<file path="config.mk">
export PLATFORM = sky130hd
export DESIGN_NAME = euclidean_rhythm_step_sequencer_flat
export DESIGN_NICKNAME = d
export VERILOG_FILES = /design/src/rtl/core/erss_pkg.sv /design/src/rtl/core/erss_if.sv /design/src/rtl/core/erss_ctrl.sv /design/src/rtl/core/erss_dp.sv /design/src/rtl/core/euclidean_rhythm_step_sequencer.sv /design/src/flat_wrapper.sv
export SDC_FILE = /design/constraint.sdc
export NUM_CORES = 1
export LEC_CHECK = 0
export BUFFER_PORTS_ARGS = -buffer_cell sky130_fd_sc_hd__buf_2
export CORE_MARGIN = 2
export CORE_UTILIZATION = 50
export DETAILED_ROUTE_END_ITERATION = 16
export GPL_TIMING_DRIVEN = 0
export PLACE_DENSITY = 0.74
export SYNTH_ARGS = -nofsm -noshare
export SYNTH_HDL_FRONTEND = slang
export SYNTH_SLANG_ARGS = --single-unit
</file>
<file path="constraint.sdc">
create_clock -name clk -period 11.62 [get_ports clk]
set_input_delay 3.486 -clock clk [delete_from_list [all_inputs] [get_ports clk]]
set_output_delay 3.486 -clock clk [all_outputs]
set_load 0.02 [all_outputs]
</file>
<file path="src/rtl/core/erss_pkg.sv">
`timescale 1ns / 1ps

package erss_pkg;

    // Default pattern capacity in steps
    localparam int MAX_LEN_DEF = 16;

    // Configuration port
    localparam int CFG_W = 5;
    localparam int IDX_W = 3;

    // Register field widths
    localparam int STEPS_W    = 5;
    localparam int ROT_W      = 4;
    localparam int CHAIN_W    = 2;
    localparam int STEP_NOW_W = 4;

    // Register indexes
    localparam logic [IDX_W-1:0] REG_STEP_TOTAL   = 3'd0;
    localparam logic [IDX_W-1:0] REG_HIT_TOTAL    = 3'd1;
    localparam logic [IDX_W-1:0] REG_ROTATION     = 3'd2;
    localparam logic [IDX_W-1:0] REG_PAD_STEPS    = 3'd3;
    localparam logic [IDX_W-1:0] REG_ACCENT_TOTAL = 3'd4;
    localparam logic [IDX_W-1:0] REG_ACCENT_SHIFT = 3'd5;
    localparam logic [IDX_W-1:0] REG_CHAIN_MODE   = 3'd6;
    localparam logic [IDX_W-1:0] REG_START_WIRED  = 3'd7;

    // Chain mode codes (three acts as leader)
    localparam logic [CHAIN_W-1:0] CHAIN_FREE     = 2'd0;
    localparam logic [CHAIN_W-1:0] CHAIN_LEADER   = 2'd1;
    localparam logic [CHAIN_W-1:0] CHAIN_FOLLOWER = 2'd2;

    // Reset values of the registers
    localparam logic [STEPS_W-1:0] STEP_TOTAL_RST = 5'd16;
    localparam logic [STEPS_W-1:0] HIT_TOTAL_RST  = 5'd2;

    // Controller states
    typedef enum logic [3:0] {
        ST_CLEAR,
        ST_ROT,
        ST_HSTART,
        ST_HITEM,
        ST_HREST,
        ST_ASTART,
        ST_AITEM,
        ST_AREST,
        ST_IDLE
    } erss_state_t;

    // Controller to datapath commands
    typedef struct packed {
        logic clear;
        logic rot_sub;
        logic pass_start;
        logic acc_pass;
        logic place;
        logic rest;
        logic next_item;
        logic tick;
    } erss_cmd_t;

    // Datapath to controller status
    typedef struct packed {
        logic steps_zero;
        logic rot_big;
        logic more_items;
        logic rest_more;
    } erss_status_t;

endpackage

</file>
<file path="src/rtl/core/erss_if.sv">
`timescale 1ns / 1ps

// Tick channel: edge flags of one audio-rate tick
interface erss_tick_if;
    logic valid;
    logic ready;
    logic reset_edge;
    logic mute_edge;
    logic start_edge;
    logic clock_edge;

    modport source (
        output valid, reset_edge, mute_edge, start_edge, clock_edge,
        input  ready
    );
    modport sink (
        input  valid, reset_edge, mute_edge, start_edge, clock_edge,
        output ready
    );
endinterface

// Beat channel: result of one tick
interface erss_beat_if;
    logic                                valid;
    logic                                ready;
    logic                                beat_on;
    logic                                accent_on;
    logic                                cycle_end;
    logic                                is_running;
    logic [erss_pkg::STEP_NOW_W-1:0]     step_now;

    modport source (
        output valid, beat_on, accent_on, cycle_end, is_running, step_now,
        input  ready
    );
    modport sink (
        input  valid, beat_on, accent_on, cycle_end, is_running, step_now,
        output ready
    );
endinterface

</file>
<file path="src/rtl/core/erss_ctrl.sv">
`timescale 1ns / 1ps

module erss_ctrl (
    input  logic                   clk,
    input  logic                   rst_n,
    input  erss_pkg::erss_status_t status,
    output erss_pkg::erss_cmd_t    cmd,
    input  logic                   cfg_we,
    input  logic                   in_valid,
    output logic                   in_ready,
    output logic                   out_valid,
    input  logic                   out_ready
);

    erss_pkg::erss_state_t state_reg;
    erss_pkg::erss_state_t state_next;
    logic                  out_valid_reg;
    logic                  out_valid_next;

    // State and output-valid registers
    always_ff @(posedge clk or negedge rst_n)
    begin
        if (!rst_n)
        begin
            state_reg     <= erss_pkg::ST_CLEAR;
            out_valid_reg <= 1'b0;
        end
        else
        begin
            state_reg     <= state_next;
            out_valid_reg <= out_valid_next;
        end
    end

    // Next state: any config write restarts the pattern build
    always_comb
    begin
        state_next = state_reg;
        unique case (state_reg)
            erss_pkg::ST_CLEAR:
                state_next = status.steps_zero ? erss_pkg::ST_IDLE : erss_pkg::ST_ROT;
            erss_pkg::ST_ROT:
                if (!status.rot_big)
                    state_next = erss_pkg::ST_HSTART;
            erss_pkg::ST_HSTART:
                state_next = erss_pkg::ST_HITEM;
            erss_pkg::ST_HITEM:
                state_next = status.more_items ? erss_pkg::ST_HREST : erss_pkg::ST_ASTART;
            erss_pkg::ST_HREST:
                if (!status.rest_more)
                    state_next = erss_pkg::ST_HITEM;
            erss_pkg::ST_ASTART:
                state_next = erss_pkg::ST_AITEM;
            erss_pkg::ST_AITEM:
                state_next = status.more_items ? erss_pkg::ST_AREST : erss_pkg::ST_IDLE;
            erss_pkg::ST_AREST:
                if (!status.rest_more)
                    state_next = erss_pkg::ST_AITEM;
            erss_pkg::ST_IDLE:
                state_next = erss_pkg::ST_IDLE;
            default:
                state_next = erss_pkg::ST_CLEAR;
        endcase
        if (cfg_we)
            state_next = erss_pkg::ST_CLEAR;
    end

    // Command outputs
    always_comb
    begin
        cmd      = '0;
        in_ready = 1'b0;
        unique case (state_reg)
            erss_pkg::ST_CLEAR:
                cmd.clear = 1'b1;
            erss_pkg::ST_ROT:
                cmd.rot_sub = status.rot_big;
            erss_pkg::ST_HSTART:
            begin
                cmd.pass_start = 1'b1;
                cmd.acc_pass   = 1'b0;
            end
            erss_pkg::ST_HITEM,
            erss_pkg::ST_AITEM:
                cmd.place = status.more_items;
            erss_pkg::ST_HREST,
            erss_pkg::ST_AREST:
            begin
                cmd.rest      = status.rest_more;
                cmd.next_item = !status.rest_more;
            end
            erss_pkg::ST_ASTART:
            begin
                cmd.pass_start = 1'b1;
                cmd.acc_pass   = 1'b1;
            end
            erss_pkg::ST_IDLE:
                in_ready = !cfg_we && (!out_valid_reg || out_ready);
            default:
                cmd = '0;
        endcase
        cmd.tick = in_valid && in_ready;
    end

    // Output register valid: load on tick, drop when taken
    always_comb
    begin
        if (cmd.tick)
            out_valid_next = 1'b1;
        else if (out_ready)
            out_valid_next = 1'b0;
        else
            out_valid_next = out_valid_reg;
    end

    assign out_valid = out_valid_reg;

endmodule

</file>
<file path="src/rtl/core/erss_dp.sv">
`timescale 1ns / 1ps

module erss_dp #(
    parameter int MAX_LEN = erss_pkg::MAX_LEN_DEF
) (
    input  logic                              clk,
    input  logic                              rst_n,
    input  erss_pkg::erss_cmd_t               cmd,
    output erss_pkg::erss_status_t            status,
    input  logic                              cfg_we,
    input  logic [erss_pkg::IDX_W-1:0]        cfg_idx,
    input  logic [erss_pkg::CFG_W-1:0]        cfg_data,
    input  logic                              reset_edge,
    input  logic                              mute_edge,
    input  logic                              start_edge,
    input  logic                              clock_edge,
    output logic                              beat_on,
    output logic                              accent_on,
    output logic                              cycle_end,
    output logic                              is_running,
    output logic [erss_pkg::STEP_NOW_W-1:0]   step_now
);

    localparam int POS_W = $clog2(MAX_LEN);
    localparam int LW    = ($clog2(MAX_LEN + 1) > erss_pkg::STEPS_W) ?
                           $clog2(MAX_LEN + 1) : erss_pkg::STEPS_W;
    localparam int CW    = LW + 1;
    localparam logic [CW-1:0] MAX_C = CW'(MAX_LEN);

    // Configuration registers
    logic [erss_pkg::STEPS_W-1:0] steps_cfg_reg;
    logic [erss_pkg::STEPS_W-1:0] hits_cfg_reg;
    logic [erss_pkg::ROT_W-1:0]   rot_cfg_reg;
    logic [erss_pkg::STEPS_W-1:0] pad_cfg_reg;
    logic [erss_pkg::STEPS_W-1:0] acc_cfg_reg;
    logic [erss_pkg::ROT_W-1:0]   ash_cfg_reg;
    logic [erss_pkg::CHAIN_W-1:0] chain_reg;
    logic                         wired_reg;

    // Clamped pattern figures
    logic [CW-1:0] steps_raw, hits_raw, pad_raw, acc_raw, ash_raw;
    logic [CW-1:0] steps, hits, room, pad, acc, ash, r_hit, r_acc;
    logic          chained;
    logic          restart_run;
    logic          restart_on_write;

    // Pattern builder
    logic [CW-1:0]     rotm_reg;
    logic [CW-1:0]     t_reg;
    logic [CW-1:0]     q_reg;
    logic [CW-1:0]     j_reg;
    logic              pass_reg;
    logic [MAX_LEN-1:0] hit_map_reg;
    logic [MAX_LEN-1:0] acc_map_reg;
    logic [POS_W-1:0]  loc_reg [MAX_LEN];
    logic [CW-1:0]     n_sel, r_sel, s_sel, m_sel, sum, p_full;
    logic [POS_W-1:0]  p_idx;
    logic [POS_W-1:0]  j_idx;
    logic [POS_W-1:0]  loc_rd;

    // Track state and tick logic
    logic [POS_W-1:0]  pos_reg;
    logic              run_reg;
    logic              mute_reg;
    logic [POS_W-1:0]  pos1, pos_next;
    logic              run1, run2, run_next;
    logic              mute_next;
    logic              advance, wrap;
    logic [CW-1:0]     inc;
    logic [CW-1:0]     pos_ext;

    // Output payload registers
    logic                            beat_reg;
    logic                            accent_reg;
    logic                            cycle_end_reg;
    logic                            running_reg;
    logic [erss_pkg::STEP_NOW_W-1:0] step_now_reg;

    // Config register writes
    always_ff @(posedge clk or negedge rst_n)
    begin
        if (!rst_n)
        begin
            steps_cfg_reg <= erss_pkg::STEP_TOTAL_RST;
            hits_cfg_reg  <= erss_pkg::HIT_TOTAL_RST;
            rot_cfg_reg   <= '0;
            pad_cfg_reg   <= '0;
            acc_cfg_reg   <= '0;
            ash_cfg_reg   <= '0;
            chain_reg     <= erss_pkg::CHAIN_FREE;
            wired_reg     <= 1'b0;
        end
        else if (cfg_we)
        begin
            unique case (cfg_idx)
                erss_pkg::REG_STEP_TOTAL:   steps_cfg_reg <= cfg_data;
                erss_pkg::REG_HIT_TOTAL:    hits_cfg_reg  <= cfg_data;
                erss_pkg::REG_ROTATION:     rot_cfg_reg   <= cfg_data[erss_pkg::ROT_W-1:0];
                erss_pkg::REG_PAD_STEPS:    pad_cfg_reg   <= cfg_data;
                erss_pkg::REG_ACCENT_TOTAL: acc_cfg_reg   <= cfg_data;
                erss_pkg::REG_ACCENT_SHIFT: ash_cfg_reg   <= cfg_data[erss_pkg::ROT_W-1:0];
                erss_pkg::REG_CHAIN_MODE:   chain_reg     <= cfg_data[erss_pkg::CHAIN_W-1:0];
                erss_pkg::REG_START_WIRED:  wired_reg     <= cfg_data[0];
                default:                    wired_reg     <= wired_reg;
            endcase
        end
    end

    // Clamps: steps to capacity, hits to steps, pad to free room, accents to hits, accent shift below hits
    always_comb
    begin
        steps_raw = CW'(steps_cfg_reg);
        hits_raw  = CW'(hits_cfg_reg);
        pad_raw   = CW'(pad_cfg_reg);
        acc_raw   = CW'(acc_cfg_reg);
        ash_raw   = CW'(ash_cfg_reg);
        steps     = (steps_raw > MAX_C) ? MAX_C : steps_raw;
        hits      = (hits_raw > steps) ? steps : hits_raw;
        room      = steps - hits;
        pad       = (pad_raw > room) ? room : pad_raw;
        acc       = (acc_raw > hits) ? hits : acc_raw;
        if (hits == '0)
            ash = '0;
        else
            ash = (ash_raw > hits - CW'(1)) ? hits - CW'(1) : ash_raw;
        r_hit     = room - pad;
        r_acc     = hits - acc;
    end

    assign chained          = (chain_reg != erss_pkg::CHAIN_FREE) && wired_reg;
    assign restart_run      = !((chain_reg == erss_pkg::CHAIN_FOLLOWER) && wired_reg);
    assign restart_on_write = !((cfg_data[erss_pkg::CHAIN_W-1:0] == erss_pkg::CHAIN_FOLLOWER)
                                && wired_reg);

    // Spread engine operands: hit pass or accent pass
    always_comb
    begin
        n_sel  = pass_reg ? acc   : hits;
        r_sel  = pass_reg ? r_acc : r_hit;
        s_sel  = pass_reg ? ash   : rotm_reg;
        m_sel  = pass_reg ? hits  : steps;
        sum    = t_reg + s_sel;
        p_full = (sum >= m_sel) ? sum - m_sel : sum;
        p_idx  = p_full[POS_W-1:0];
        j_idx  = j_reg[POS_W-1:0];
        loc_rd = loc_reg[p_idx];
    end

    assign status.steps_zero = (steps == '0);
    assign status.rot_big    = (rotm_reg >= steps);
    assign status.more_items = (j_reg < n_sel);
    assign status.rest_more  = (q_reg < r_sel);

    // Pattern builder: one hit or one rest per cycle
    always_ff @(posedge clk)
    begin
        if (cmd.clear)
        begin
            hit_map_reg <= '0;
            acc_map_reg <= '0;
            rotm_reg    <= CW'(rot_cfg_reg);
        end
        else if (cmd.rot_sub)
        begin
            rotm_reg <= rotm_reg - steps;
        end
        else if (cmd.pass_start)
        begin
            pass_reg <= cmd.acc_pass;
            t_reg    <= cmd.acc_pass ? '0 : pad;
            j_reg    <= '0;
        end
        else if (cmd.place)
        begin
            t_reg <= t_reg + CW'(1);
            q_reg <= j_reg;
            if (pass_reg)
                acc_map_reg[loc_rd] <= 1'b1;
            else
            begin
                hit_map_reg[p_idx] <= 1'b1;
                loc_reg[j_idx]     <= p_idx;
            end
        end
        else if (cmd.rest)
        begin
            t_reg <= t_reg + CW'(1);
            q_reg <= q_reg + n_sel;
        end
        else if (cmd.next_item)
        begin
            j_reg <= j_reg + CW'(1);
        end
    end

    // Tick: reset edge, mute edge, start edge, clock edge in that order
    always_comb
    begin
        run1      = reset_edge ? restart_run : run_reg;
        pos1      = reset_edge ? '0 : pos_reg;
        mute_next = mute_reg ^ mute_edge;
        run2      = (start_edge && chained) ? 1'b1 : run1;
        advance   = clock_edge && run2;
        inc       = CW'(pos1) + CW'(1);
        wrap      = advance && (inc >= steps);
        if (wrap)
            pos_next = '0;
        else if (advance)
            pos_next = inc[POS_W-1:0];
        else
            pos_next = pos1;
        run_next  = (wrap && chained) ? 1'b0 : run2;
        pos_ext   = CW'(pos_next);
    end

    // Track state
    always_ff @(posedge clk or negedge rst_n)
    begin
        if (!rst_n)
        begin
            pos_reg  <= '0;
            run_reg  <= 1'b1;
            mute_reg <= 1'b0;
        end
        else if (cmd.tick)
        begin
            pos_reg  <= pos_next;
            run_reg  <= run_next;
            mute_reg <= mute_next;
        end
        else if (cfg_we && (cfg_idx == erss_pkg::REG_CHAIN_MODE))
        begin
            run_reg <= restart_on_write;
        end
    end

    // Result register, loaded only when the output side can take it
    always_ff @(posedge clk)
    begin
        if (cmd.tick)
        begin
            beat_reg      <= hit_map_reg[pos_next] && run_next && !mute_next;
            accent_reg    <= acc_map_reg[pos_next] && run_next && !mute_next;
            cycle_end_reg <= wrap;
            running_reg   <= run_next;
            step_now_reg  <= pos_ext[erss_pkg::STEP_NOW_W-1:0];
        end
    end

    assign beat_on    = beat_reg;
    assign accent_on  = accent_reg;
    assign cycle_end  = cycle_end_reg;
    assign is_running = running_reg;
    assign step_now   = step_now_reg;

endmodule

</file>
<file path="src/rtl/core/euclidean_rhythm_step_sequencer.sv">
`timescale 1ns / 1ps

// One track of a Euclidean rhythm sequencer. Each tick transaction carries
// reset, mute, start and clock edge flags and yields one beat transaction
// with beat, accent, end-of-cycle, running flag and step index. Once the
// pattern is built, a tick is accepted while no configuration write is
// present, whenever the output register is empty or being drained in the
// same cycle. After reset and after every configuration write the hit and
// accent maps are rebuilt by a shared spreading unit that places one hit or
// one rest per cycle; tick ready stays low during that build. Configuration
// writes are taken in any cycle and a new write restarts the build.
module euclidean_rhythm_step_sequencer #(
    parameter int MAX_LEN = erss_pkg::MAX_LEN_DEF
) (
    input  logic                          clk,
    input  logic                          rst_n,
    input  logic                          cfg_we,
    input  logic [erss_pkg::IDX_W-1:0]    cfg_idx,
    input  logic [erss_pkg::CFG_W-1:0]    cfg_data,
    erss_tick_if.sink                     tick,
    erss_beat_if.source                   beat
);

    erss_pkg::erss_cmd_t    cmd;
    erss_pkg::erss_status_t status;

    // Build sequencer and handshake control
    erss_ctrl u_ctrl (
        .clk       (clk),
        .rst_n     (rst_n),
        .status    (status),
        .cmd       (cmd),
        .cfg_we    (cfg_we),
        .in_valid  (tick.valid),
        .in_ready  (tick.ready),
        .out_valid (beat.valid),
        .out_ready (beat.ready)
    );

    // Config, pattern maps and track state
    erss_dp #(
        .MAX_LEN (MAX_LEN)
    ) u_dp (
        .clk        (clk),
        .rst_n      (rst_n),
        .cmd        (cmd),
        .status     (status),
        .cfg_we     (cfg_we),
        .cfg_idx    (cfg_idx),
        .cfg_data   (cfg_data),
        .reset_edge (tick.reset_edge),
        .mute_edge  (tick.mute_edge),
        .start_edge (tick.start_edge),
        .clock_edge (tick.clock_edge),
        .beat_on    (beat.beat_on),
        .accent_on  (beat.accent_on),
        .cycle_end  (beat.cycle_end),
        .is_running (beat.is_running),
        .step_now   (beat.step_now)
    );

endmodule

</file>
<file path="src/flat_wrapper.sv">
// flat-port wrapper written by rule: the top's interface ports become plain ports
module euclidean_rhythm_step_sequencer_flat 
#(
    parameter int MAX_LEN = erss_pkg::MAX_LEN_DEF
)
  (clk, rst_n, cfg_we, cfg_idx, cfg_data, tick_valid, tick_reset_edge, tick_mute_edge, tick_start_edge, tick_clock_edge, tick_ready, beat_valid, beat_beat_on, beat_accent_on, beat_cycle_end, beat_is_running, beat_step_now, beat_ready);
  erss_tick_if tick_i ();
  erss_beat_if beat_i ();
  input  logic clk;
  input  logic rst_n;
  input  logic cfg_we;
  input  logic [erss_pkg::IDX_W-1:0] cfg_idx;
  input  logic [erss_pkg::CFG_W-1:0] cfg_data;
  input wire logic [$bits(tick_i.valid)-1:0] tick_valid;
  input wire logic [$bits(tick_i.reset_edge)-1:0] tick_reset_edge;
  input wire logic [$bits(tick_i.mute_edge)-1:0] tick_mute_edge;
  input wire logic [$bits(tick_i.start_edge)-1:0] tick_start_edge;
  input wire logic [$bits(tick_i.clock_edge)-1:0] tick_clock_edge;
  output wire logic [$bits(tick_i.ready)-1:0] tick_ready;
  output wire logic [$bits(beat_i.valid)-1:0] beat_valid;
  output wire logic [$bits(beat_i.beat_on)-1:0] beat_beat_on;
  output wire logic [$bits(beat_i.accent_on)-1:0] beat_accent_on;
  output wire logic [$bits(beat_i.cycle_end)-1:0] beat_cycle_end;
  output wire logic [$bits(beat_i.is_running)-1:0] beat_is_running;
  output wire logic [$bits(beat_i.step_now)-1:0] beat_step_now;
  input wire logic [$bits(beat_i.ready)-1:0] beat_ready;
  assign tick_i.valid = tick_valid;
  assign tick_i.reset_edge = tick_reset_edge;
  assign tick_i.mute_edge = tick_mute_edge;
  assign tick_i.start_edge = tick_start_edge;
  assign tick_i.clock_edge = tick_clock_edge;
  assign tick_ready = tick_i.ready;
  assign beat_valid = beat_i.valid;
  assign beat_beat_on = beat_i.beat_on;
  assign beat_accent_on = beat_i.accent_on;
  assign beat_cycle_end = beat_i.cycle_end;
  assign beat_is_running = beat_i.is_running;
  assign beat_step_now = beat_i.step_now;
  assign beat_i.ready = beat_ready;
  euclidean_rhythm_step_sequencer #(.MAX_LEN(MAX_LEN)) u_core (.clk(clk), .rst_n(rst_n), .cfg_we(cfg_we), .cfg_idx(cfg_idx), .cfg_data(cfg_data), .tick(tick_i), .beat(beat_i));
endmodule
</file>
==> metrics.txt <==
first-pass GRT wire length=41,300 um; number of global-route vias before repair=7,808; RSZ-0062 raised after global routing=no; Via Count=8,282; syn nets=1,119; final RePlAce weighted congestion=0.949; IO Port Bufs=23; synth warn=0; Synth Register Bits=171; Inst Count DP=1,319; WS Path Type=flip-flop to flip-flop; Layout Nets=1,162; TNS Setup=0 ns; Setup Skew=0.0118 ns; Arr. time, crit path=11.23 ns; Slew Limit Headroom=25.0%; Async SR Flop Fraction=24.6%; Top Ports=27; H-tree depth=4; Num CTS Buffers=17; max reg flops=64; crit path max fanout=18; Area Overhead vs Synth=9.97%; Worst setup EP type=flip-flop; worst hold path class=flip-flop to flip-flop; antenna-violating nets left=0; DRT iter0 DRCs=770; DR vias/cell=6.13; FP Rows=53; Mean Syn Cell Area=10.5 um^2; TritonCTS clock tree=done; DR WL/cell=19.5 um; Starting Density=50.9%; biggest cell delay along the critical path=0.88 ns; clk root buf=clkbuf_16; Tcrit/Tclk final=93.9%; Top Family by Delay on Critical Path=compound AO/OA/AOI/OAI gates; Post-DP HPWL=19,900 um; Post-synth EDFFs=95; Synth Flop Type=edfxtp_1; Max Cap Violations=0; final setup fails=0; deepest clock path buffer count=2; grt total ovfl=0; Clock Latency Late Sink=0.44 ns; clock slew at reported path FFs=0.07 ns; drt drc=0; Placement Setup Slack=0.815 ns; Tot GR Track Use=23.8%; number of diodes=0; placed instance area=0.0112 mm^2; clk sinks=171; core area=0.0210 mm^2; Slowest-stage cell, CP=mux2i_2; worst-margin pin slew=1.13 ns; Hold Vio Cnt, Final=0; Critical Path Start Type=flip-flop; fmax=91.7 MHz; largest net degree at the start of global routing=43; DIE WIDTH=150 um; WP buf/inv=5; synthesized area=0.0107 mm^2; run status=complete, no violations; post-synthesis cell count=1,020; register area share after synthesis=42.9%; layout cells sized above 1=13.2%; Total Wirelength=26,300 um; total setup buffers inserted after CTS=0; Pins Over Slew Limit=0; shortest period the worst path allows=10.91 ns; Setup WS post-layout=0.714 ns; Die ar.=0.0226 mm^2; initial antenna violation count=0; fin area=0.0118 mm^2; most frequent CP cell=ha_1; die height=150 um; worst path required time=11.95 ns; Netlist cell types=78; final std cells w/o fill=1,351; DRT Pass-1 Iters=6
synthesized netlist by cell type (20+ instances only):
cell | instances | area share [%]
a21o_1 | 22 | 1.5
a21oi_1 | 48 | 2.2
and3_1 | 20 | 1.2
clkbuf_1 | 25 | 0.88
dfrtp_1 | 39 | 9.1
dfxtp_1 | 34 | 6.4
edfxtp_1 | 95 | 27
ha_1 | 75 | 8.8
inv_1 | 50 | 1.8
mux2_2 | 45 | 4.7
mux2i_1 | 46 | 4.3
nand2_1 | 91 | 3.2
nand3_1 | 20 | 0.94
nor2_1 | 75 | 2.6
nor2b_1 | 22 | 1.3
o21ai_0 | 45 | 2.1
xnor2_1 | 22 | 1.8
cells in the final DEF, fill, tap and decap left out, drive strengths merged, types with 17 or more instances in the layout:
master	instances
dfxtp	34
mux2	45
clkbuf	43
ha	75
a21oi	49
a21o	22
dfrtp	39
nor2b	22
nand3	20
xnor2	22
buf	35
inv	58
o41ai	18
nor2	75
o21ai	48
mux2i	47
and3	20
edfxtp	95
a31oi	17
nand2	92
worst paths after layout:
path	start	to	slack [ns]	cells after the start
hold reg to reg	u_core.u_dp.acc_map_reg[12]	u_core.u_dp.acc_map_reg[12]	0.46	2
max in group asynchronous	rst_n	u_core.u_dp.pad_cfg_reg[0]	7.76	1
setup / recovery	u_core.u_dp.steps_cfg_reg[4]	u_core.u_dp.acc_map_reg[14]	0.71	36
min in group asynchronous	rst_n	u_core.u_dp.pos_reg[3]	3.23	1
setup reg to reg	u_core.u_dp.steps_cfg_reg[4]	u_core.u_dp.acc_map_reg[14]	0.71	36
hold / removal	u_core.u_dp.acc_map_reg[12]	u_core.u_dp.acc_map_reg[12]	0.46	2
timing repair:
item / 4_1_cts / 5_1_grt
resized for setup: 0 / 1
hold buffers: 0 / 0
setup endpoints to repair: 0 / 8
layout make-up:
class	count	area [um^2]
Multi-Input combinational cell	762	5760
Inverter	50	188
Clock buffer	17	425
Tap cell	275	344
Sequential cell	171	4590
Clock inverter	15	154
Fill cell	1790	9250
Buffer	37	186
Timing Repair Buffer	24	126
tightest hold or removal path: stages, from the launching register on:
cell     delay (ns)
dfxtp_1        0.33
nand2_1        0.05
o41ai_1        0.05
per-stage QoR:
stage          util [%]  hold slack [ns]
4_1_cts            56.0            0.457
3_5_place_dp       53.2            0.438
2_1_floorplan         -            0.419
5_1_grt            56.0            0.479
6_report           56.0            0.458
3_3_place_gp       53.1            0.428
cells by family after synthesis:
kind of cell	share of synthesized area (%)
AO/OA/AOI/OAI	15.9
XOR/XNOR	3.03
adder cells (fa/ha/maj)	10.2
buffers and inverters	3.50
flip-flops	42.9
multiplexers	11.3
AND/OR/NAND/NOR	13.3
metal layers:
metal	track usage (%)	up-vias	part of all wire, %
li1	-	3909	-
met1	33.1	4036	45
met2	37.5	287	46
met3	4.30	50	6.5
met4	8.21	0	2.5
met5	0	-	0
Power is not shown: default switching activity piles up to over one toggle a cycle in this logic, so the estimate is an artifact.
